## src/hw/rtl/xenc_pkg.sv

```systemverilog
// ----------------------------------------------------------------------------
// xenc_pkg
// Shared types, opcode constants and table functions for the x86-64 encoder.
// ----------------------------------------------------------------------------
package xenc_pkg;

   localparam int MAX_BYTES = 10;

   typedef enum logic [4:0] {
      OP_NOP       = 5'd0,
      OP_RET       = 5'd1,
      OP_INC       = 5'd2,
      OP_DEC       = 5'd3,
      OP_NEG       = 5'd4,
      OP_CALL      = 5'd5,
      OP_PUSH      = 5'd6,
      OP_POP       = 5'd7,
      OP_IDIV      = 5'd8,
      OP_JMP       = 5'd9,
      OP_JNE       = 5'd10,
      OP_MOVZX     = 5'd11,
      OP_SETL      = 5'd12,
      OP_SETG      = 5'd13,
      OP_SETE      = 5'd14,
      OP_ADD_RR    = 5'd15,
      OP_ADD_RI    = 5'd16,
      OP_SUB_RR    = 5'd17,
      OP_SUB_RI    = 5'd18,
      OP_CMP_RR    = 5'd19,
      OP_CMP_RI    = 5'd20,
      OP_OR_RR     = 5'd21,
      OP_OR_RI     = 5'd22,
      OP_AND_RR    = 5'd23,
      OP_AND_RI    = 5'd24,
      OP_IMUL_RR   = 5'd25,
      OP_IMUL_RI   = 5'd26,
      OP_MOV_RR    = 5'd27,
      OP_MOV_RI    = 5'd28,
      OP_MOV_LOAD  = 5'd29,
      OP_MOV_STORE = 5'd30,
      OP_UNUSED    = 5'd31
   } op_type;

   localparam logic [2:0] ALU_ADD = 3'd0;
   localparam logic [2:0] ALU_SUB = 3'd1;
   localparam logic [2:0] ALU_CMP = 3'd2;
   localparam logic [2:0] ALU_OR  = 3'd3;

   localparam logic [7:0] REX_W    = 8'h48;
   localparam logic [7:0] REX_R    = 8'h04;
   localparam logic [7:0] REX_B    = 8'h01;
   localparam logic [7:0] MOD_REG  = 8'hC0;
   localparam logic [7:0] MOD_D8   = 8'h40;
   localparam logic [7:0] MOD_D32  = 8'h80;
   localparam logic [7:0] ESC_0F   = 8'h0F;
   localparam logic [7:0] ALU_I32  = 8'h81;
   localparam logic [7:0] ALU_I8   = 8'h83;
   localparam logic [7:0] MOV_STR  = 8'h89;
   localparam logic [7:0] MOV_LD   = 8'h8B;
   localparam logic [7:0] SIB_RSP  = 8'h24;
   localparam logic [7:0] REX_B_ONLY = 8'h41;

   typedef struct packed {
      logic [4:0]         operation;
      logic [3:0]         dest_reg;
      logic [3:0]         src_reg;
      logic signed [63:0] immediate;
      logic signed [31:0] displacement;
   } req_type;

   typedef struct packed {
      logic [7:0]  code_byte;
      logic        last_byte;
      logic [15:0] start_offset;
   } rsp_type;

   // encoded instruction, byte 0 first
   typedef struct packed {
      logic [MAX_BYTES-1:0][7:0] code;
      logic [3:0]                len;
   } enc_type;

   function automatic logic [7:0] rex_of(logic [3:0] reg_f, logic [3:0] rm_f);
      rex_of = REX_W | (reg_f[3] ? REX_R : 8'h00) | (rm_f[3] ? REX_B : 8'h00);
   endfunction

   function automatic logic fits8_64(logic [63:0] v);
      fits8_64 = (&v[63:7]) || !(|v[63:7]);
   endfunction

   function automatic logic fits32_64(logic [63:0] v);
      fits32_64 = (&v[63:31]) || !(|v[63:31]);
   endfunction

   function automatic logic fits8_32(logic [31:0] v);
      fits8_32 = (&v[31:7]) || !(|v[31:7]);
   endfunction

   function automatic logic [7:0] alu_rr_op(logic [2:0] k);
      case (k)
         ALU_ADD: alu_rr_op = 8'h01;
         ALU_SUB: alu_rr_op = 8'h29;
         ALU_CMP: alu_rr_op = 8'h39;
         ALU_OR:  alu_rr_op = 8'h09;
         default: alu_rr_op = 8'h21;
      endcase
   endfunction

   function automatic logic [2:0] alu_ext(logic [2:0] k);
      case (k)
         ALU_ADD: alu_ext = 3'd0;
         ALU_SUB: alu_ext = 3'd5;
         ALU_CMP: alu_ext = 3'd7;
         ALU_OR:  alu_ext = 3'd1;
         default: alu_ext = 3'd4;
      endcase
   endfunction

   function automatic logic [7:0] alu_acc_op(logic [2:0] k);
      case (k)
         ALU_ADD: alu_acc_op = 8'h05;
         ALU_SUB: alu_acc_op = 8'h2D;
         ALU_CMP: alu_acc_op = 8'h3D;
         ALU_OR:  alu_acc_op = 8'h0D;
         default: alu_acc_op = 8'h25;
      endcase
   endfunction

endpackage

```

## src/hw/rtl/x86_64_instruction_encoder.sv

```systemverilog
// ----------------------------------------------------------------------------
// x86_64_instruction_encoder
// Encodes instruction requests into x86-64 machine code, one byte per item.
// ----------------------------------------------------------------------------
//   channel  direction  payload            handshake
//   req      in         xenc_pkg::req_type req_valid / req_ready
//   rsp      out        xenc_pkg::rsp_type rsp_valid / rsp_ready
//
// An instruction of 1 to 10 code bytes leaves one byte per cycle while rsp_ready
// is high; the byte serializer sets the rate. The next request
// waits in the input register and is encoded while the previous one drains.
// Reset clears the valid flags and the code offset to zero.
// A stalled rsp holds the current byte; the input register then fills and
// req_ready drops until the serializer takes the held request.
// ----------------------------------------------------------------------------
module x86_64_instruction_encoder #(
   parameter int OFFSET_BITS = 16
) (
   input  logic              clock,
   input  logic              reset,
   input  logic              req_valid,
   output logic              req_ready,
   input  xenc_pkg::req_type req_data,
   output logic              rsp_valid,
   input  logic              rsp_ready,
   output xenc_pkg::rsp_type rsp_data
);

   logic              hold_valid_ff, hold_valid_in;
   xenc_pkg::req_type hold_ff, hold_in;
   xenc_pkg::enc_type enc_item;
   logic              enc_ready;

   assign req_ready = !hold_valid_ff || enc_ready;

   always_comb begin
      hold_valid_in = hold_valid_ff;
      hold_in       = hold_ff;
      if (req_valid && req_ready) begin
         hold_valid_in = 1'b1;
         hold_in       = req_data;
      end else if (enc_ready) begin
         hold_valid_in = 1'b0;
      end
   end

   always_ff @(posedge clock) begin
      if (reset) begin
         hold_valid_ff <= 1'b0;
      end else begin
         hold_valid_ff <= hold_valid_in;
      end
      hold_ff <= hold_in;
   end

   xenc_encode u_encode (
      .req (hold_ff),
      .enc (enc_item)
   );

   xenc_emit #(
      .OFFSET_BITS (OFFSET_BITS)
   ) u_emit (
      .clock     (clock),
      .reset     (reset),
      .enc_valid (hold_valid_ff),
      .enc_ready (enc_ready),
      .enc       (enc_item),
      .rsp_valid (rsp_valid),
      .rsp_ready (rsp_ready),
      .rsp_data  (rsp_data)
   );

   a_hold_kept: assert property (@(posedge clock) disable iff (reset)
      hold_valid_ff && !enc_ready |=> hold_valid_ff && $stable(hold_ff))
      else $error("held request lost while serializer busy");

   a_accept_fills: assert property (@(posedge clock) disable iff (reset)
      req_valid && req_ready |=> hold_valid_ff)
      else $error("accepted request not held");

   a_len_bound: assert property (@(posedge clock) disable iff (reset)
      hold_valid_ff |-> enc_item.len <= 4'(xenc_pkg::MAX_BYTES))
      else $error("encoded length out of range");

   a_unused_empty: assert property (@(posedge clock) disable iff (reset)
      hold_valid_ff && hold_ff.operation == 5'(xenc_pkg::OP_UNUSED)
      |-> enc_item.len == 4'd0)
      else $error("unused operation produced code");

endmodule

```

## src/hw/rtl/xenc_encode.sv

```systemverilog
// ----------------------------------------------------------------------------
// xenc_encode
// Combinational encoder: one request into up to ten code bytes and a length.
// ----------------------------------------------------------------------------
module xenc_encode (
   input  xenc_pkg::req_type req,
   output xenc_pkg::enc_type enc
);

   always_comb begin
      logic [3:0]  d;
      logic [3:0]  s;
      logic [3:0]  reg_f;
      logic [3:0]  rm_f;
      logic [4:0]  alu_off;
      logic [2:0]  k;
      logic [63:0] imm;
      logic [31:0] disp;
      logic        sib;
      logic        short_disp;
      logic [3:0]  p;

      d       = req.dest_reg;
      s       = req.src_reg;
      imm     = req.immediate;
      disp    = req.displacement;
      alu_off = req.operation - 5'(xenc_pkg::OP_ADD_RR);
      k       = alu_off[3:1];
      reg_f   = '0;
      rm_f    = '0;
      sib     = 1'b0;
      short_disp = 1'b0;
      p       = '0;
      enc.code = '0;
      enc.len  = '0;

      unique case (xenc_pkg::op_type'(req.operation))
         xenc_pkg::OP_NOP: begin
            enc.code[0] = 8'h90;
            enc.len = 4'd1;
         end
         xenc_pkg::OP_RET: begin
            enc.code[0] = 8'hC3;
            enc.len = 4'd1;
         end
         xenc_pkg::OP_INC, xenc_pkg::OP_DEC, xenc_pkg::OP_NEG, xenc_pkg::OP_IDIV: begin
            enc.code[0] = xenc_pkg::rex_of(4'd0, d);
            case (xenc_pkg::op_type'(req.operation))
               xenc_pkg::OP_INC: begin
                  enc.code[1] = 8'hFF;
                  enc.code[2] = 8'hC0 | {5'd0, d[2:0]};
               end
               xenc_pkg::OP_DEC: begin
                  enc.code[1] = 8'hFF;
                  enc.code[2] = 8'hC8 | {5'd0, d[2:0]};
               end
               xenc_pkg::OP_NEG: begin
                  enc.code[1] = 8'hF7;
                  enc.code[2] = 8'hD8 | {5'd0, d[2:0]};
               end
               default: begin
                  enc.code[1] = 8'hF7;
                  enc.code[2] = 8'hF8 | {5'd0, d[2:0]};
               end
            endcase
            enc.len = 4'd3;
         end
         xenc_pkg::OP_CALL: begin
            if (d[3]) begin
               enc.code[0] = xenc_pkg::REX_B_ONLY;
               enc.code[1] = 8'hFF;
               enc.code[2] = 8'hD0 | {5'd0, d[2:0]};
               enc.len = 4'd3;
            end else begin
               enc.code[0] = 8'hFF;
               enc.code[1] = 8'hD0 | {5'd0, d[2:0]};
               enc.len = 4'd2;
            end
         end
         xenc_pkg::OP_PUSH, xenc_pkg::OP_POP: begin
            p = {3'd0, d[3]};
            enc.code[0] = xenc_pkg::REX_B_ONLY;
            enc.code[p] = ((req.operation == 5'(xenc_pkg::OP_PUSH)) ? 8'h50 : 8'h58)
                          | {5'd0, d[2:0]};
            enc.len = p + 4'd1;
         end
         xenc_pkg::OP_JMP: begin
            enc.code[0] = 8'hE9;
            for (int i = 0; i < 4; i++) begin
               enc.code[1+i] = disp[8*i +: 8];
            end
            enc.len = 4'd5;
         end
         xenc_pkg::OP_JNE: begin
            enc.code[0] = xenc_pkg::ESC_0F;
            enc.code[1] = 8'h85;
            for (int i = 0; i < 4; i++) begin
               enc.code[2+i] = disp[8*i +: 8];
            end
            enc.len = 4'd6;
         end
         xenc_pkg::OP_MOVZX: begin
            enc.code[0] = xenc_pkg::rex_of(d, 4'd0);
            enc.code[1] = xenc_pkg::ESC_0F;
            enc.code[2] = 8'hB6;
            enc.code[3] = xenc_pkg::MOD_REG | {2'd0, d[2:0], 3'd0};
            enc.len = 4'd4;
         end
         xenc_pkg::OP_SETL, xenc_pkg::OP_SETG, xenc_pkg::OP_SETE: begin
            enc.code[0] = xenc_pkg::ESC_0F;
            case (xenc_pkg::op_type'(req.operation))
               xenc_pkg::OP_SETL: enc.code[1] = 8'h9C;
               xenc_pkg::OP_SETG: enc.code[1] = 8'h9F;
               default:           enc.code[1] = 8'h94;
            endcase
            enc.code[2] = xenc_pkg::MOD_REG;
            enc.len = 4'd3;
         end
         xenc_pkg::OP_ADD_RR, xenc_pkg::OP_SUB_RR, xenc_pkg::OP_CMP_RR,
         xenc_pkg::OP_OR_RR, xenc_pkg::OP_AND_RR: begin
            reg_f = (k == xenc_pkg::ALU_CMP) ? d : s;
            rm_f  = (k == xenc_pkg::ALU_CMP) ? s : d;
            enc.code[0] = xenc_pkg::rex_of(reg_f, rm_f);
            enc.code[1] = xenc_pkg::alu_rr_op(k);
            enc.code[2] = xenc_pkg::MOD_REG | {2'd0, reg_f[2:0], rm_f[2:0]};
            enc.len = 4'd3;
         end
         xenc_pkg::OP_ADD_RI, xenc_pkg::OP_SUB_RI, xenc_pkg::OP_CMP_RI,
         xenc_pkg::OP_OR_RI, xenc_pkg::OP_AND_RI: begin
            enc.code[0] = xenc_pkg::rex_of(4'd0, d);
            if (xenc_pkg::fits8_64(imm)) begin
               enc.code[1] = xenc_pkg::ALU_I8;
               enc.code[2] = xenc_pkg::MOD_REG | {2'd0, xenc_pkg::alu_ext(k), d[2:0]};
               enc.code[3] = imm[7:0];
               enc.len = 4'd4;
            end else if (d == 4'd0) begin
               enc.code[1] = xenc_pkg::alu_acc_op(k);
               for (int i = 0; i < 4; i++) begin
                  enc.code[2+i] = imm[8*i +: 8];
               end
               enc.len = 4'd6;
            end else begin
               enc.code[1] = xenc_pkg::ALU_I32;
               enc.code[2] = xenc_pkg::MOD_REG | {2'd0, xenc_pkg::alu_ext(k), d[2:0]};
               for (int i = 0; i < 4; i++) begin
                  enc.code[3+i] = imm[8*i +: 8];
               end
               enc.len = 4'd7;
            end
         end
         xenc_pkg::OP_IMUL_RR: begin
            enc.code[0] = xenc_pkg::rex_of(d, s);
            enc.code[1] = xenc_pkg::ESC_0F;
            enc.code[2] = 8'hAF;
            enc.code[3] = xenc_pkg::MOD_REG | {2'd0, d[2:0], s[2:0]};
            enc.len = 4'd4;
         end
         xenc_pkg::OP_IMUL_RI: begin
            enc.code[0] = xenc_pkg::rex_of(d, d);
            enc.code[1] = 8'h69;
            enc.code[2] = xenc_pkg::MOD_REG | {2'd0, d[2:0], d[2:0]};
            for (int i = 0; i < 4; i++) begin
               enc.code[3+i] = imm[8*i +: 8];
            end
            enc.len = 4'd7;
         end
         xenc_pkg::OP_MOV_RR: begin
            enc.code[0] = xenc_pkg::rex_of(s, d);
            enc.code[1] = xenc_pkg::MOV_STR;
            enc.code[2] = xenc_pkg::MOD_REG | {2'd0, s[2:0], d[2:0]};
            enc.len = 4'd3;
         end
         xenc_pkg::OP_MOV_RI: begin
            enc.code[0] = xenc_pkg::rex_of(4'd0, d);
            if (xenc_pkg::fits32_64(imm)) begin
               enc.code[1] = 8'hC7;
               enc.code[2] = xenc_pkg::MOD_REG | {5'd0, d[2:0]};
               for (int i = 0; i < 4; i++) begin
                  enc.code[3+i] = imm[8*i +: 8];
               end
               enc.len = 4'd7;
            end else begin
               enc.code[1] = 8'hB8 | {5'd0, d[2:0]};
               for (int i = 0; i < 8; i++) begin
                  enc.code[2+i] = imm[8*i +: 8];
               end
               enc.len = 4'd10;
            end
         end
         xenc_pkg::OP_MOV_LOAD, xenc_pkg::OP_MOV_STORE: begin
            reg_f = (req.operation == 5'(xenc_pkg::OP_MOV_LOAD)) ? d : s;
            rm_f  = (req.operation == 5'(xenc_pkg::OP_MOV_LOAD)) ? s : d;
            sib        = (rm_f[2:0] == 3'd4);
            short_disp = xenc_pkg::fits8_32(disp);
            p          = sib ? 4'd4 : 4'd3;
            enc.code[0] = xenc_pkg::rex_of(reg_f, rm_f);
            enc.code[1] = (req.operation == 5'(xenc_pkg::OP_MOV_LOAD)) ?
                          xenc_pkg::MOV_LD : xenc_pkg::MOV_STR;
            enc.code[2] = (short_disp ? xenc_pkg::MOD_D8 : xenc_pkg::MOD_D32)
                          | {2'd0, reg_f[2:0], rm_f[2:0]};
            enc.code[3] = xenc_pkg::SIB_RSP;
            if (short_disp) begin
               enc.code[p] = disp[7:0];
               enc.len = p + 4'd1;
            end else begin
               for (int i = 0; i < 4; i++) begin
                  enc.code[p + 4'(i)] = disp[8*i +: 8];
               end
               enc.len = p + 4'd4;
            end
         end
         xenc_pkg::OP_UNUSED: begin
            enc.len = 4'd0;
         end
      endcase
   end

endmodule

```

## src/hw/rtl/xenc_emit.sv

```systemverilog
// ----------------------------------------------------------------------------
// xenc_emit
// Byte serializer: holds one encoded instruction, sends a byte per cycle while
// rsp_ready is high and keeps the running code offset.
// ----------------------------------------------------------------------------
module xenc_emit #(
   parameter int OFFSET_BITS = 16
) (
   input  logic              clock,
   input  logic              reset,
   input  logic              enc_valid,
   output logic              enc_ready,
   input  xenc_pkg::enc_type enc,
   output logic              rsp_valid,
   input  logic              rsp_ready,
   output xenc_pkg::rsp_type rsp_data
);

   logic                                 busy_ff, busy_in;
   logic [3:0]                           left_ff, left_in;
   logic [xenc_pkg::MAX_BYTES-1:0][7:0]  code_ff, code_in;
   logic [OFFSET_BITS-1:0]               start_ff, start_in;
   logic [OFFSET_BITS-1:0]               offset_ff, offset_in;
   logic [OFFSET_BITS+15:0]              start_ext;
   logic                                 take;
   logic                                 load;

   assign take      = busy_ff && rsp_ready;
   assign enc_ready = !busy_ff || (rsp_ready && left_ff == 4'd1);
   assign load      = enc_valid && enc_ready && (enc.len != 4'd0);

   always_comb begin
      busy_in   = busy_ff;
      left_in   = left_ff;
      code_in   = code_ff;
      start_in  = start_ff;
      offset_in = offset_ff;
      if (load) begin
         busy_in   = 1'b1;
         left_in   = enc.len;
         code_in   = enc.code;
         start_in  = offset_ff;
         offset_in = offset_ff + OFFSET_BITS'(enc.len);
      end else if (take) begin
         left_in = left_ff - 4'd1;
         code_in = {8'h00, code_ff[xenc_pkg::MAX_BYTES-1:1]};
         busy_in = (left_ff != 4'd1);
      end
   end

   always_ff @(posedge clock) begin
      if (reset) begin
         busy_ff   <= 1'b0;
         left_ff   <= '0;
         offset_ff <= '0;
      end else begin
         busy_ff   <= busy_in;
         left_ff   <= left_in;
         offset_ff <= offset_in;
      end
      code_ff  <= code_in;
      start_ff <= start_in;
   end

   assign start_ext = {16'd0, start_ff};

   assign rsp_valid              = busy_ff;
   assign rsp_data.code_byte     = code_ff[0];
   assign rsp_data.last_byte     = (left_ff == 4'd1);
   assign rsp_data.start_offset  = start_ext[15:0];

endmodule

```

## config.mk

```make
export PLATFORM = sky130hd
export DESIGN_NAME = x86_64_instruction_encoder
export DESIGN_NICKNAME = d
export VERILOG_FILES = /design/src/hw/rtl/xenc_pkg.sv /design/src/hw/rtl/x86_64_instruction_encoder.sv /design/src/hw/rtl/xenc_encode.sv /design/src/hw/rtl/xenc_emit.sv
export SDC_FILE = /design/constraint.sdc
export NUM_CORES = 1
export LEC_CHECK = 0
export BUFFER_PORTS_ARGS = -buffer_cell sky130_fd_sc_hd__buf_2
export CAP_MARGIN = 5
export CORE_MARGIN = 3
export CORE_UTILIZATION = 50
export CTS_CLUSTER_SIZE = 14
export DETAILED_ROUTE_END_ITERATION = 12
export MAX_ROUTING_LAYER = met4
export PLACE_DENSITY = 0.7
export SLEW_MARGIN = 20
export SYNTH_ARGS = -nofsm -noshare
export SYNTH_HDL_FRONTEND = slang
export SYNTH_SLANG_ARGS = --single-unit
```

## constraint.sdc

```tcl
create_clock -name clock -period 20.5 [get_ports clock]
set_input_delay 3.075 -clock clock [delete_from_list [all_inputs] [get_ports clock]]
set_output_delay 3.075 -clock clock [all_outputs]
set_load 0.03 [all_outputs]
```

# After elaboration in Yosys (flattened, before gate mapping)
# Index checks and enable logic that the tools add are counted.
dict set report word_totals {
  input_bits 113
  out_inout_bits 27
  elab_cells 191
  regBits 227
}
dict set report op_classes {
  add_sub_neg 8
  bitwise 10
  reduce_logical 43
  eq_ne 37
  n_lt_le_gt_ge 10
  mux 63
}
# op n
set op_table {}
lappend op_table {{$bwmux W80} 4}
lappend op_table {{$pmux W16 S14} 1}
lappend op_table {{$mux W80} 2}
lappend op_table {{$demux W8 S4} 4}
lappend op_table {{$pmux W8 S13} 1}
lappend op_table {{$mux W84} 1}
lappend op_table {{$eq A5 B5 Y1 const B} 16}
lappend op_table {{$and A78 B14 Y78} 1}
lappend op_table {{$mux W24} 3}
lappend op_table {{$pmux W24 S3} 1}
lappend op_table {{$pmux W8 S9} 1}
lappend op_table {{$mux W8} 8}
lappend op_table {{$reduce_and A57 Y1} 1}
lappend op_table {{$reduce_or A57 Y1} 1}
lappend op_table {{$pmux W8 S7} 1}
lappend op_table {{$mux W48} 1}
lappend op_table {{$pmux W4 S12} 1}
lappend op_table {{$pmux W6 S4} 2}
lappend op_table {{$pmux W8 S6} 1}
lappend op_table {{$pmux W14 S3} 1}
lappend op_table {{$eq A5 B4 Y1 const B} 8}
lappend op_table {{$mux W40} 1}
lappend op_table {{$or A8 B8 Y8} 5}
lappend op_table {{$pmux W8 S5} 1}
lappend op_table {{other kinds (49)} 104}

# Logic depth before layout (Yosys ltp)
# Gate-level depths: netlist of the first run.
dict set report logic_depth {
  word_depth 17
  mapped_depth 21
  ltp_nobuf 19
}

# Cells and area by module
# Synthesis of the first run repeated with hierarchy kept, for this count alone.
dict set report unflattened {
  cells_unflattened 1077
  hier_area_um2 11531.1
}
# module instances seq_area_each_um2 area_per_inst_um2 cells_each
set by_module_without_submodules {}
lappend by_module_without_submodules {xenc_emit 1 3303.2 5048.6 478}
lappend by_module_without_submodules {x86_64_instruction_encoder 1 3293.2 3328.2 114}
lappend by_module_without_submodules {xenc_encode 1 0.0 3154.3 485}

# Least setup slack after synthesis of the first run
# Ideal clock, no wire load.
dict set report synth_timing {
  path_kind {input to register}
  from {input port rsp_ready}
  to {register hold_ff[0] in the netlist's numbering (enable)}
  setup_ns 0.642
  path_buffers 0
  t_required_ns 19.858
  path_stages 2
  arrival_ns 8.660
  slack_ns 11.198
  path_cell_list {nand2_1 > a31oi_1}
}
dict set report synth_via {
  elab_chain_len 4
}
# element line_no
set synth_lines {}
lappend synth_lines {{start: declaration} x86_64_instruction_encoder.sv:25} ;# input logic rsp_ready,
lappend synth_lines {{$logic_and A1 B1 Y1} xenc_emit.sv:29} ;# assign enc_ready = !busy_ff || (rsp_ready && left_ff == 4'd1);
lappend synth_lines {{$logic_or A1 B1 Y1} xenc_emit.sv:29}
lappend synth_lines {{$logic_or A1 B1 Y1} x86_64_instruction_encoder.sv:34} ;# assign req_ready = !hold_valid_ff || enc_ready;
lappend synth_lines {{$logic_and A1 B1 Y1} x86_64_instruction_encoder.sv:39} ;# if (req_valid && req_ready) begin
lappend synth_lines {{end signal: assignment} x86_64_instruction_encoder.sv:53} ;# hold_ff <= hold_in;
lappend synth_lines {{end: declaration} x86_64_instruction_encoder.sv:30} ;# xenc_pkg::req_type hold_ff, hold_in;
# Every way passes these cells.
# A chain may end at the register's enable or synchronous reset.

# Final worst setup path of the first run
dict set report layout_timing {
  from {input port rsp_ready}
  to {output port req_ready}
}
dict set report layout_via {
  elab_chain_len 3
}
# element line_no
set layout_lines {}
lappend layout_lines {{$logic_and A1 B1 Y1} xenc_emit.sv:29}
lappend layout_lines {{$logic_or A1 B1 Y1} xenc_emit.sv:29}
lappend layout_lines {{$logic_or A1 B1 Y1} x86_64_instruction_encoder.sv:34}
lappend layout_lines {{end: declaration} x86_64_instruction_encoder.sv:22} ;# output logic req_ready,
# Every way passes these cells.

==> results of run 1 <==
[metrics by stage]
| step | setup slack [ns] | utilization, % | cells | total power [mW] | hold slack [ns] |
|---|---|---|---|---|---|
| CTS | 13.68 | 58.9 | 1404 | 1.19 | 0.472 |
| global placement | 13.71 | 55.1 | 1360 | 0.728 | 0.433 |
| global route | 13.64 | 58.9 | 1404 | 1.23 | 0.487 |
| floorplan | 11.20 | - | 999 | 0.682 | 0.406 |
| detailed placement | 13.69 | 55.1 | 1360 | 0.731 | 0.458 |
| finish | 13.69 | 58.9 | 1404 | 1.18 | 0.469 |
[routing by layer]
layer  GRT usage [%]  part of all wire, %  vias up
met3            3.13                  8.6      104
li1                -                    -     4168
met4            11.6                  4.6        0
met1            36.0                   41     4336
met5               -                    0        -
met2            40.2                   46      572
[registers in the layout, summed over array words and instances, names as in the netlist]
signal,count
hold_ff,109
u_emit.rsp_data,8
u_emit.offset_ff,16
u_emit.left_ff,4
u_emit.start_ff,16
u_emit.code_ff,72
hold_valid_ff,1
u_emit.rsp_valid,1
[cell families after synthesis]
group                    count (synthesis)
AO/OA/AOI/OAI                          296
flip-flops                             227
multiplexers                            23
buffers and inverters                   91
adder cells (fa/ha/maj)                 14
AND/OR/NAND/NOR                        339
XOR/XNOR                                 9
[worst max-delay path: cells and delay by family]
kind          cells  cell delay [ns]
buf+inv           2             0.34
simple gates      2             0.32
[final cells by class]
type	count	area [µm²]	area share, %
Clock buffer	30	623	4.80
Clock inverter	14	210	1.62
Inverter	18	67.6	0.521
Multi-Input combinational cell	681	4310	33.3
Sequential cell	227	6600	50.9
Tap cell	280	350	2.70
Timing Repair Buffer	154	808	6.23
[cell usage after synthesis, types with 3 or more instances]
master	instances
sky130_fd_sc_hd__edfxtp_1	205
sky130_fd_sc_hd__nand2_1	113
sky130_fd_sc_hd__o21ai_0	75
sky130_fd_sc_hd__a21oi_1	65
sky130_fd_sc_hd__nor2_1	64
sky130_fd_sc_hd__clkbuf_1	41
sky130_fd_sc_hd__a221oi_1	37
sky130_fd_sc_hd__nand4_1	31
sky130_fd_sc_hd__a222oi_1	27
sky130_fd_sc_hd__nor4_1	27
sky130_fd_sc_hd__nand3_1	26
sky130_fd_sc_hd__dfxtp_1	22
sky130_fd_sc_hd__inv_1	18
sky130_fd_sc_hd__mux2_2	16
sky130_fd_sc_hd__a31oi_1	14
sky130_fd_sc_hd__buf_4	14
sky130_fd_sc_hd__ha_1	13
sky130_fd_sc_hd__buf_2	12
sky130_fd_sc_hd__and3_1	11
sky130_fd_sc_hd__nand2b_1	11
sky130_fd_sc_hd__nor3_1	9
sky130_fd_sc_hd__or3_1	9
sky130_fd_sc_hd__xnor2_1	9
sky130_fd_sc_hd__a221o_1	8
sky130_fd_sc_hd__nor2b_1	8
sky130_fd_sc_hd__mux2i_1	7
sky130_fd_sc_hd__o31ai_1	6
sky130_fd_sc_hd__a2111oi_0	5
sky130_fd_sc_hd__a211oi_1	5
sky130_fd_sc_hd__and2_1	5
sky130_fd_sc_hd__nor3b_1	5
sky130_fd_sc_hd__or4_1	5
sky130_fd_sc_hd__a22oi_1	4
sky130_fd_sc_hd__and4_1	4
sky130_fd_sc_hd__buf_6	4
sky130_fd_sc_hd__o21a_1	4
sky130_fd_sc_hd__a21o_1	3
sky130_fd_sc_hd__o211ai_1	3
sky130_fd_sc_hd__o21ba_2	3
sky130_fd_sc_hd__o21bai_1	3
[final timing paths]
kind	startpoint	end	slack, ns	cells past startpoint
worst max-delay path	rsp_ready	req_ready	13.69	4
worst min-delay path	u_emit.offset_ff[15]	u_emit.start_ff[15]	0.47	0
worst max register to register	hold_ff[105]	u_emit.code_ff[25]	14.77	17
worst min register to register	u_emit.offset_ff[15]	u_emit.start_ff[15]	0.47	0
[layout by cell type, fill, tap and decap left out, types with 6 or more instances in the layout]
| master | instances |
|---|---|
| sky130_fd_sc_hd__edfxtp_1 | 205 |
| sky130_fd_sc_hd__buf_2 | 139 |
| sky130_fd_sc_hd__nand2_1 | 112 |
| sky130_fd_sc_hd__o21ai_0 | 75 |
| sky130_fd_sc_hd__a21oi_1 | 65 |
| sky130_fd_sc_hd__nor2_1 | 63 |
| sky130_fd_sc_hd__a221oi_1 | 37 |
| sky130_fd_sc_hd__nand4_1 | 31 |
| sky130_fd_sc_hd__nor4_1 | 27 |
| sky130_fd_sc_hd__a222oi_1 | 27 |
| sky130_fd_sc_hd__nand3_1 | 26 |
| sky130_fd_sc_hd__clkbuf_16 | 24 |
| sky130_fd_sc_hd__dfxtp_1 | 22 |
| sky130_fd_sc_hd__inv_1 | 17 |
| sky130_fd_sc_hd__mux2_2 | 16 |
| sky130_fd_sc_hd__buf_4 | 15 |
| sky130_fd_sc_hd__a31oi_1 | 13 |
| sky130_fd_sc_hd__ha_1 | 13 |
| sky130_fd_sc_hd__nand2b_1 | 11 |
| sky130_fd_sc_hd__and3_1 | 11 |
| sky130_fd_sc_hd__or3_1 | 9 |
| sky130_fd_sc_hd__nor3_1 | 9 |
| sky130_fd_sc_hd__xnor2_1 | 9 |
| sky130_fd_sc_hd__nor2b_1 | 8 |
| sky130_fd_sc_hd__a221o_1 | 8 |
| sky130_fd_sc_hd__mux2i_1 | 6 |
| sky130_fd_sc_hd__o31ai_1 | 6 |
| sky130_fd_sc_hd__clkbuf_1 | 6 |
[report_power, final]
part / total [mW] / switching [mW] / leakage, nW / internal, mW
Clock: 0.458 / 0.178 / 0.404 / 0.280
Combinational: 0.143 / 0.0931 / 2.12 / 0.0499
Sequential: 0.582 / 0.0291 / 2.16 / 0.553
Total: 1.18 / 0.300 / 4.68 / 0.883
==> run_summary.xml, run 1 <==
<?xml version="1.0" encoding="UTF-8"?>
<metrics>
  <group name="clock_tree">
    <metric name="worstSkewPairLatency" unit="ns">0.52</metric>
    <metric name="cts_post_setup_buffers_inserted" unit="">0</metric>
    <metric name="cts.hold.buffers_added" unit="">0</metric>
    <metric name="ctsLongestPathBuffers" unit="">3</metric>
    <metric name="ctsRootBufferMaster" unit="">sky130_fd_sc_hd__clkbuf_16</metric>
    <metric name="numClockSinks" unit="">227</metric>
    <metric name="postcts_resize_cnt" unit="">0</metric>
    <metric name="tritoncts" unit="">built</metric>
    <metric name="clock_tree.htree_level_count" unit="">1</metric>
    <metric name="numCtsBuffers" unit="">24</metric>
    <metric name="clk_transition_reported_paths" unit="ns">0.06</metric>
  </group>
  <group name="route">
    <metric name="drcViolationCount" unit="">0</metric>
    <metric name="route.vias.total" unit="">9180</metric>
    <metric name="postRouteAntennaNets" unit="">0</metric>
    <metric name="drt_iter0_drc" unit="">1299</metric>
    <metric name="avgRoutedWirePerCell" unit="µm">22.7</metric>
    <metric name="drt_wl_total" unit="µm">31800</metric>
    <metric name="detailedRoute.firstPassIterationCount" unit="">9</metric>
    <metric name="viasPerCell" unit="">6.54</metric>
  </group>
  <group name="cells_and_area">
    <metric name="areaGrowthSynthToFinish" unit="%">14.7</metric>
    <metric name="final_layout_size_suffix_gt1_share" unit="%">20.3</metric>
    <metric name="layout.nets" unit="">1233</metric>
    <metric name="design_area" unit="µm²">13000</metric>
    <metric name="antenna-diode-count" unit="">0</metric>
    <metric name="filler_cell_count" unit="">1873</metric>
  </group>
  <group name="global_route">
    <metric name="grt_antenna_before_repair" unit="">0</metric>
    <metric name="gr-usage-all-layers" unit="%">26.4</metric>
    <metric name="largest_net_degree_at_the_start_of_global_routing" unit="">118</metric>
    <metric name="wire_length_of_the_first_global_routing_pass" unit="µm">49300</metric>
    <metric name="grt.overflow.total" unit="">0</metric>
    <metric name="first_global_vias" unit="">8705</metric>
  </group>
  <group name="run_status">
    <metric name="outcome" unit="">finished clean</metric>
  </group>
  <group name="synthesis">
    <metric name="synth_area_in_xor_xnor" unit="%">0.697</metric>
    <metric name="syn-instance-count" unit="">999</metric>
    <metric name="yosys.cell_types.count" unit="">75</metric>
    <metric name="synth_area_leader_cell" unit="">sky130_fd_sc_hd__edfxtp_1</metric>
    <metric name="synthFlopType" unit="">sky130_fd_sc_hd__edfxtp_1</metric>
    <metric name="synth-edff-count" unit="">205</metric>
    <metric name="synth.yosys.seq_area_share" unit="%">58.3</metric>
    <metric name="synth_area_leaders" unit="">sky130_fd_sc_hd__edfxtp_1 54%, sky130_fd_sc_hd__dfxtp_1 3.9%, sky130_fd_sc_hd__nand2_1 3.8%</metric>
    <metric name="postSynth.asyncResetShare" unit="%">0</metric>
    <metric name="yosysTopAreaCellShare" unit="%">54.4</metric>
    <metric name="fraction_of_the_mapped_netlist_area_in_compound_gates" unit="%">18.4</metric>
    <metric name="synth_area_per_cell" unit="µm²">11.3</metric>
    <metric name="basic_gate_share_of_the_synthesized_area_counting_and_or_nand_and_nor_cells" unit="%">14.9</metric>
    <metric name="postSynthNetCount" unit="">1126</metric>
    <metric name="synth.ff_latch_count" unit="">227</metric>
    <metric name="synth.yosys.warnings" unit="">0</metric>
    <metric name="synth.area.mux_share" unit="%">2.21</metric>
    <metric name="syn_area" unit="µm²">11300</metric>
    <metric name="synth_fa_ha_area_share" unit="%">1.62</metric>
    <metric name="largest_family_of_logic_cells_by_synthesized_area" unit="">compound AO/OA/AOI/OAI gates</metric>
  </group>
  <group name="floorplan">
    <metric name="floorplan.die_area" unit="µm²">24500</metric>
    <metric name="design.portCount" unit="">140</metric>
    <metric name="die_height" unit="µm">156</metric>
    <metric name="initial_core_util" unit="%">51.3</metric>
    <metric name="placeableCoreArea" unit="µm²">22000</metric>
    <metric name="placement_rows" unit="">54</metric>
    <metric name="chipWidth" unit="µm">156</metric>
  </group>
  <group name="timing">
    <metric name="timing.setup.tns" unit="ns">0</metric>
    <metric name="relSlewSlack" unit="%">27.4</metric>
    <metric name="maxSlewViolCount" unit="">0</metric>
    <metric name="number_of_endpoints_with_negative_hold_slack_in_the_final_report" unit="">0</metric>
    <metric name="timing_worst_slew_pin_value" unit="ns">1.09</metric>
    <metric name="fmax" unit="GHz">0.147</metric>
    <metric name="setup_viol" unit="">0</metric>
    <metric name="post-route-min-period" unit="ns">6.81</metric>
    <metric name="final_period_util" unit="%">33.2</metric>
    <metric name="rsz0062_at_grt" unit="">false</metric>
    <metric name="finClkSkew" unit="ns">0.0108</metric>
  </group>
  <group name="min_path">
    <metric name="hold_path.class" unit="">reg2reg</metric>
  </group>
  <group name="worst_setup_path">
    <metric name="crit_path_start_kind" unit="">input pin</metric>
    <metric name="worstSetupPathType" unit="">in2out</metric>
    <metric name="crit_path_frequent_cell" unit="">sky130_fd_sc_hd__buf_2</metric>
    <metric name="critical_path_endpoint_category" unit="">primary output</metric>
    <metric name="worstPathCellList" unit="">buf_2, nand2_1, nand3_1, buf_2</metric>
    <metric name="path_max_fanout" unit="">4</metric>
    <metric name="critical_path_required_time" unit="ns">17.43</metric>
    <metric name="cp_data_arrival_time" unit="ns">3.73</metric>
    <metric name="critical-path-max-stage-delay" unit="ns">0.22</metric>
    <metric name="critPathSlowestCell" unit="">sky130_fd_sc_hd__buf_2</metric>
  </group>
  <group name="placement">
    <metric name="port_buffers" unit="">139</metric>
    <metric name="gp_congestion" unit="">0.955</metric>
    <metric name="placed_area" unit="µm²">12100</metric>
    <metric name="hpwl_after_dpl" unit="µm">21900</metric>
  </group>
  <group name="power_and_ir_drop">
    <metric name="max-vdd-ir-drop" unit="µV">75.2</metric>
    <metric name="power.static_leakage" unit="nW">4.68</metric>
    <metric name="p_per_area" unit="nW/µm²">91.2</metric>
  </group>
  <group name="job">
    <metric name="cap_viol_max_count" unit="">0</metric>
  </group>
</metrics>
Power figures use the tool's default switching activity.
==> inputs of run 2 (changes only) <==
--- a/config.mk
+++ b/config.mk
@@ -5,6 +5,7 @@
 export SDC_FILE = /design/constraint.sdc
 export NUM_CORES = 1
 export LEC_CHECK = 0
+export ABC_AREA = 1
 export BUFFER_PORTS_ARGS = -buffer_cell sky130_fd_sc_hd__buf_2
 export CAP_MARGIN = 5
 export CORE_MARGIN = 3
==> constraint.sdc (replaced) <==
create_clock -name clock -period 7.07 [get_ports clock]
set_input_delay 1.0605 -clock clock [delete_from_list [all_inputs] [get_ports clock]]
set_output_delay 1.0605 -clock clock [all_outputs]
set_load 0.03 [all_outputs]
==> run_summary.xml, run 2 <==
<?xml version="1.0" encoding="UTF-8"?>
<metrics>
  <group name="timing">
    <metric name="timing.setup.tns" unit="ns">0</metric>
    <metric name="relSlewSlack" unit="%">28.7</metric>
    <metric name="setup_viol" unit="">0</metric>
    <metric name="timing_worst_slew_pin_value" unit="ns">1.07</metric>
    <metric name="rsz0062_at_grt" unit="">false</metric>
    <metric name="final_period_util" unit="%">72.1</metric>
    <metric name="whs" unit="ns">0.483</metric>
    <metric name="post-route-min-period" unit="ns">5.10</metric>
    <metric name="maxSlewViolCount" unit="">0</metric>
    <metric name="finClkSkew" unit="ns">0.0225</metric>
    <metric name="fmax" unit="GHz">0.196</metric>
    <metric name="number_of_endpoints_with_negative_hold_slack_in_the_final_report" unit="">0</metric>
  </group>
  <group name="worst_setup_path">
    <metric name="worstSetupPathType" unit="">reg2reg</metric>
    <metric name="crit_path_start_kind" unit="">register</metric>
    <metric name="critical_path_required_time" unit="ns">7.34</metric>
    <metric name="critical_path_endpoint_category" unit="">register</metric>
    <metric name="rrSetupSlack" unit="ns">1.97</metric>
    <metric name="cp_data_arrival_time" unit="ns">5.36</metric>
    <metric name="path_max_fanout" unit="">79</metric>
  </group>
  <group name="global_route">
    <metric name="wire_length_of_the_first_global_routing_pass" unit="µm">51400</metric>
    <metric name="largest_net_degree_at_the_start_of_global_routing" unit="">85</metric>
    <metric name="grt.overflow.total" unit="">0</metric>
    <metric name="grt_antenna_before_repair" unit="">0</metric>
    <metric name="gr-usage-all-layers" unit="%">25.9</metric>
    <metric name="first_global_vias" unit="">9518</metric>
  </group>
  <group name="synthesis">
    <metric name="synth_top_cells_by_count" unit="">405 x sky130_fd_sc_hd__nand2_1, 205 x sky130_fd_sc_hd__edfxtp_1, 119 x sky130_fd_sc_hd__inv_1, 108 x sky130_fd_sc_hd__nor2_1, 75 x sky130_fd_sc_hd__o21ai_0</metric>
    <metric name="synth.most_common_cell" unit="">sky130_fd_sc_hd__nand2_1</metric>
    <metric name="largest_family_of_logic_cells_by_synthesized_area" unit="">simple AND/OR/NAND/NOR gates</metric>
    <metric name="yosysTopAreaCellShare" unit="%">52.2</metric>
    <metric name="synth-edff-count" unit="">205</metric>
    <metric name="synth_area_in_xor_xnor" unit="%">1.11</metric>
    <metric name="synthFlopType" unit="">sky130_fd_sc_hd__edfxtp_1</metric>
    <metric name="synth.area.mux_share" unit="%">0</metric>
    <metric name="postSynthNetCount" unit="">1445</metric>
    <metric name="fraction_of_the_mapped_netlist_area_in_compound_gates" unit="%">10.9</metric>
    <metric name="syn-instance-count" unit="">1318</metric>
    <metric name="synth_area_per_cell" unit="µm²">8.95</metric>
    <metric name="synth_fa_ha_area_share" unit="%">1.55</metric>
    <metric name="synth_area_leaders" unit="">sky130_fd_sc_hd__edfxtp_1 52%, sky130_fd_sc_hd__nand2_1 13%, sky130_fd_sc_hd__inv_1 3.8%</metric>
    <metric name="synth.yosys.warnings" unit="">0</metric>
    <metric name="yosys.cell_types.count" unit="">52</metric>
    <metric name="synth.ff_latch_count" unit="">227</metric>
    <metric name="synth.yosys.seq_area_share" unit="%">55.9</metric>
    <metric name="basic_gate_share_of_the_synthesized_area_counting_and_or_nand_and_nor_cells" unit="%">23.8</metric>
    <metric name="syn_area" unit="µm²">11800</metric>
    <metric name="postSynth.asyncResetShare" unit="%">0</metric>
    <metric name="synth_area_leader_cell" unit="">sky130_fd_sc_hd__edfxtp_1</metric>
  </group>
  <group name="power_and_ir_drop">
    <metric name="sequentialPowerShare" unit="%">49.1</metric>
    <metric name="max-vdd-ir-drop" unit="µV">216</metric>
    <metric name="power.static_leakage" unit="nW">5.77</metric>
    <metric name="comb_power_share" unit="%">16.4</metric>
    <metric name="clockPowerShare" unit="%">34.5</metric>
    <metric name="p_per_area" unit="nW/µm²">272</metric>
    <metric name="p_sw_share" unit="%">28.1</metric>
    <metric name="p_switching" unit="mW">1.03</metric>
    <metric name="power_report.internal_total" unit="mW">2.63</metric>
  </group>
  <group name="placement">
    <metric name="placed_area" unit="µm²">12600</metric>
    <metric name="dp_cells" unit="">1720</metric>
    <metric name="port_buffers" unit="">139</metric>
    <metric name="gp_congestion" unit="">1.00</metric>
    <metric name="hpwl_after_dpl" unit="µm">23900</metric>
  </group>
  <group name="route">
    <metric name="drcViolationCount" unit="">0</metric>
    <metric name="detailedRoute.firstPassIterationCount" unit="">6</metric>
    <metric name="viasPerCell" unit="">5.69</metric>
    <metric name="avgRoutedWirePerCell" unit="µm">18.7</metric>
    <metric name="drt_wl_total" unit="µm">33000</metric>
    <metric name="drt_iter0_drc" unit="">1025</metric>
    <metric name="route.vias.total" unit="">10000</metric>
    <metric name="postRouteAntennaNets" unit="">0</metric>
  </group>
  <group name="clock_tree">
    <metric name="numCtsBuffers" unit="">25</metric>
    <metric name="ctsRootBufferMaster" unit="">sky130_fd_sc_hd__clkbuf_16</metric>
    <metric name="postcts_resize_cnt" unit="">0</metric>
    <metric name="worstSkewPairLatency" unit="ns">0.53</metric>
    <metric name="ctsLongestPathBuffers" unit="">3</metric>
    <metric name="cts.hold.buffers_added" unit="">0</metric>
    <metric name="tritoncts" unit="">built</metric>
    <metric name="numClockSinks" unit="">227</metric>
    <metric name="clock_tree.htree_level_count" unit="">1</metric>
    <metric name="clk_transition_reported_paths" unit="ns">0.06</metric>
    <metric name="cts_post_setup_buffers_inserted" unit="">0</metric>
  </group>
  <group name="job">
    <metric name="cap_viol_max_count" unit="">0</metric>
  </group>
  <group name="cells_and_area">
    <metric name="final_core_utilization" unit="%">58.6</metric>
    <metric name="areaGrowthSynthToFinish" unit="%">13.9</metric>
    <metric name="final_common_cell" unit="">sky130_fd_sc_hd__nand2_1</metric>
    <metric name="final_layout_size_suffix_gt1_share" unit="%">14.3</metric>
    <metric name="layout.cells.most_common_list" unit="">404 x sky130_fd_sc_hd__nand2_1, 205 x sky130_fd_sc_hd__edfxtp_1, 139 x sky130_fd_sc_hd__buf_2</metric>
    <metric name="registers.top_by_ff_count" unit="">hold_ff</metric>
    <metric name="largest_register_ff_count" unit="">109</metric>
    <metric name="biggest_registers_after_layout" unit="">hold_ff x109, u_emit.code_ff x72</metric>
    <metric name="design_area" unit="µm²">13400</metric>
    <metric name="layout.nets" unit="">1561</metric>
    <metric name="stdcell_count" unit="">1765</metric>
    <metric name="antenna-diode-count" unit="">0</metric>
  </group>
  <group name="floorplan">
    <metric name="die_height" unit="µm">160</metric>
    <metric name="placement_rows" unit="">55</metric>
    <metric name="floorplan.die_area" unit="µm²">25500</metric>
    <metric name="chipWidth" unit="µm">160</metric>
    <metric name="design.portCount" unit="">140</metric>
    <metric name="initial_core_util" unit="%">51.5</metric>
    <metric name="placeableCoreArea" unit="µm²">22900</metric>
  </group>
  <group name="run_status">
    <metric name="outcome" unit="">finished clean</metric>
  </group>
  <group name="min_path">
    <metric name="hold_path.class" unit="">reg2reg</metric>
  </group>
</metrics>
run 2: changes by cell type after synthesis, moves of 13 or more:
cell | previous run | this run
sky130_fd_sc_hd__o22ai_1 | 1 | 15
sky130_fd_sc_hd__nor2_1 | 64 | 108
sky130_fd_sc_hd__mux2_2 | 16 | 0
sky130_fd_sc_hd__nand3_1 | 26 | 74
sky130_fd_sc_hd__a221oi_1 | 37 | 7
sky130_fd_sc_hd__nand2_1 | 113 | 405
sky130_fd_sc_hd__a222oi_1 | 27 | 0
sky130_fd_sc_hd__inv_1 | 18 | 119
sky130_fd_sc_hd__nor4_1 | 27 | 12
sky130_fd_sc_hd__o211ai_1 | 3 | 16
sky130_fd_sc_hd__clkbuf_1 | 41 | 21
run 2: path summary, 6_finish.rpt:
kind | from | end | cells after the start
worst max-delay path | hold_ff[105] | u_emit.code_ff[60] | 21
worst min-delay path | u_emit.offset_ff[3] | u_emit.start_ff[3] | 0
worst max register to register | hold_ff[105] | u_emit.code_ff[60] | 21
worst min register to register | u_emit.offset_ff[3] | u_emit.start_ff[3] | 0
run 2: metal layers:
layer	share of wire (%)	track usage (%)
met3	8.1	3.16
met4	3.7	9.31
met5	0	-
met2	47	41.4
met1	41	34.4
run 2: worst max-delay path, stage by stage (launching register included):
cell and delay (ns):
sky130_fd_sc_hd__edfxtp_1 0.40, sky130_fd_sc_hd__inv_1 0.09, sky130_fd_sc_hd__ha_1 0.26, sky130_fd_sc_hd__nand3_1 0.24
sky130_fd_sc_hd__clkinv_1 0.20, sky130_fd_sc_hd__nand2_1 0.09, sky130_fd_sc_hd__o21ai_0 0.12, sky130_fd_sc_hd__nand3_1 0.11
sky130_fd_sc_hd__buf_4 0.40, sky130_fd_sc_hd__clkinv_1 0.41, sky130_fd_sc_hd__ha_1 0.40, sky130_fd_sc_hd__inv_1 0.07
sky130_fd_sc_hd__o21ai_0 0.09, sky130_fd_sc_hd__nor2_1 0.09, sky130_fd_sc_hd__nand3_1 0.07, sky130_fd_sc_hd__nor2_1 0.20
sky130_fd_sc_hd__inv_1 0.06, sky130_fd_sc_hd__nor2_1 0.11, sky130_fd_sc_hd__nand2_1 0.14, sky130_fd_sc_hd__nand2_4 0.59
sky130_fd_sc_hd__buf_4 0.49, sky130_fd_sc_hd__o21ai_0 0.15
run 2: per-stage QoR:
step | power (mW) | setup slack (ns)
after floorplan | 2.24 | 1.71
after global placement | 2.40 | 2.24
after detailed placement | 2.41 | 2.12
after CTS | 3.68 | 2.10
after global routing | 3.83 | 1.43
final | 3.66 | 1.97
run 2: final cells by class:
type / instances / area, µm²
fill: 2075 / 9480
sequential: 227 / 6600
multi-input combinational: 909 / 4430
timing repair buffer: 146 / 748
clock buffer: 32 / 682
inverter: 125 / 472
tap: 313 / 392
clock inverter: 13 / 120
run 2: logic make-up (layout without fill, tap and decap cells):
group / after synthesis / in the layout
DFF: 227 / 227
xor gates and xnor gates: 15 / 15
AOI/OAI and AO/OA: 214 / 214
adders and majority gates: 14 / 14
buffers and inverters: 182 / 316
and+or+nand+nor: 666 / 666
run 2: power groups by stage:
stage / clock network (mW) / logic [mW] / registers, mW
final: 1.26 / 0.601 / 1.80
after CTS: 1.29 / 0.597 / 1.79
after global placement: 0 / 0.586 / 1.82
after global routing: 1.35 / 0.669 / 1.81
after floorplan: 0 / 0.422 / 1.82
after detailed placement: 0 / 0.596 / 1.82
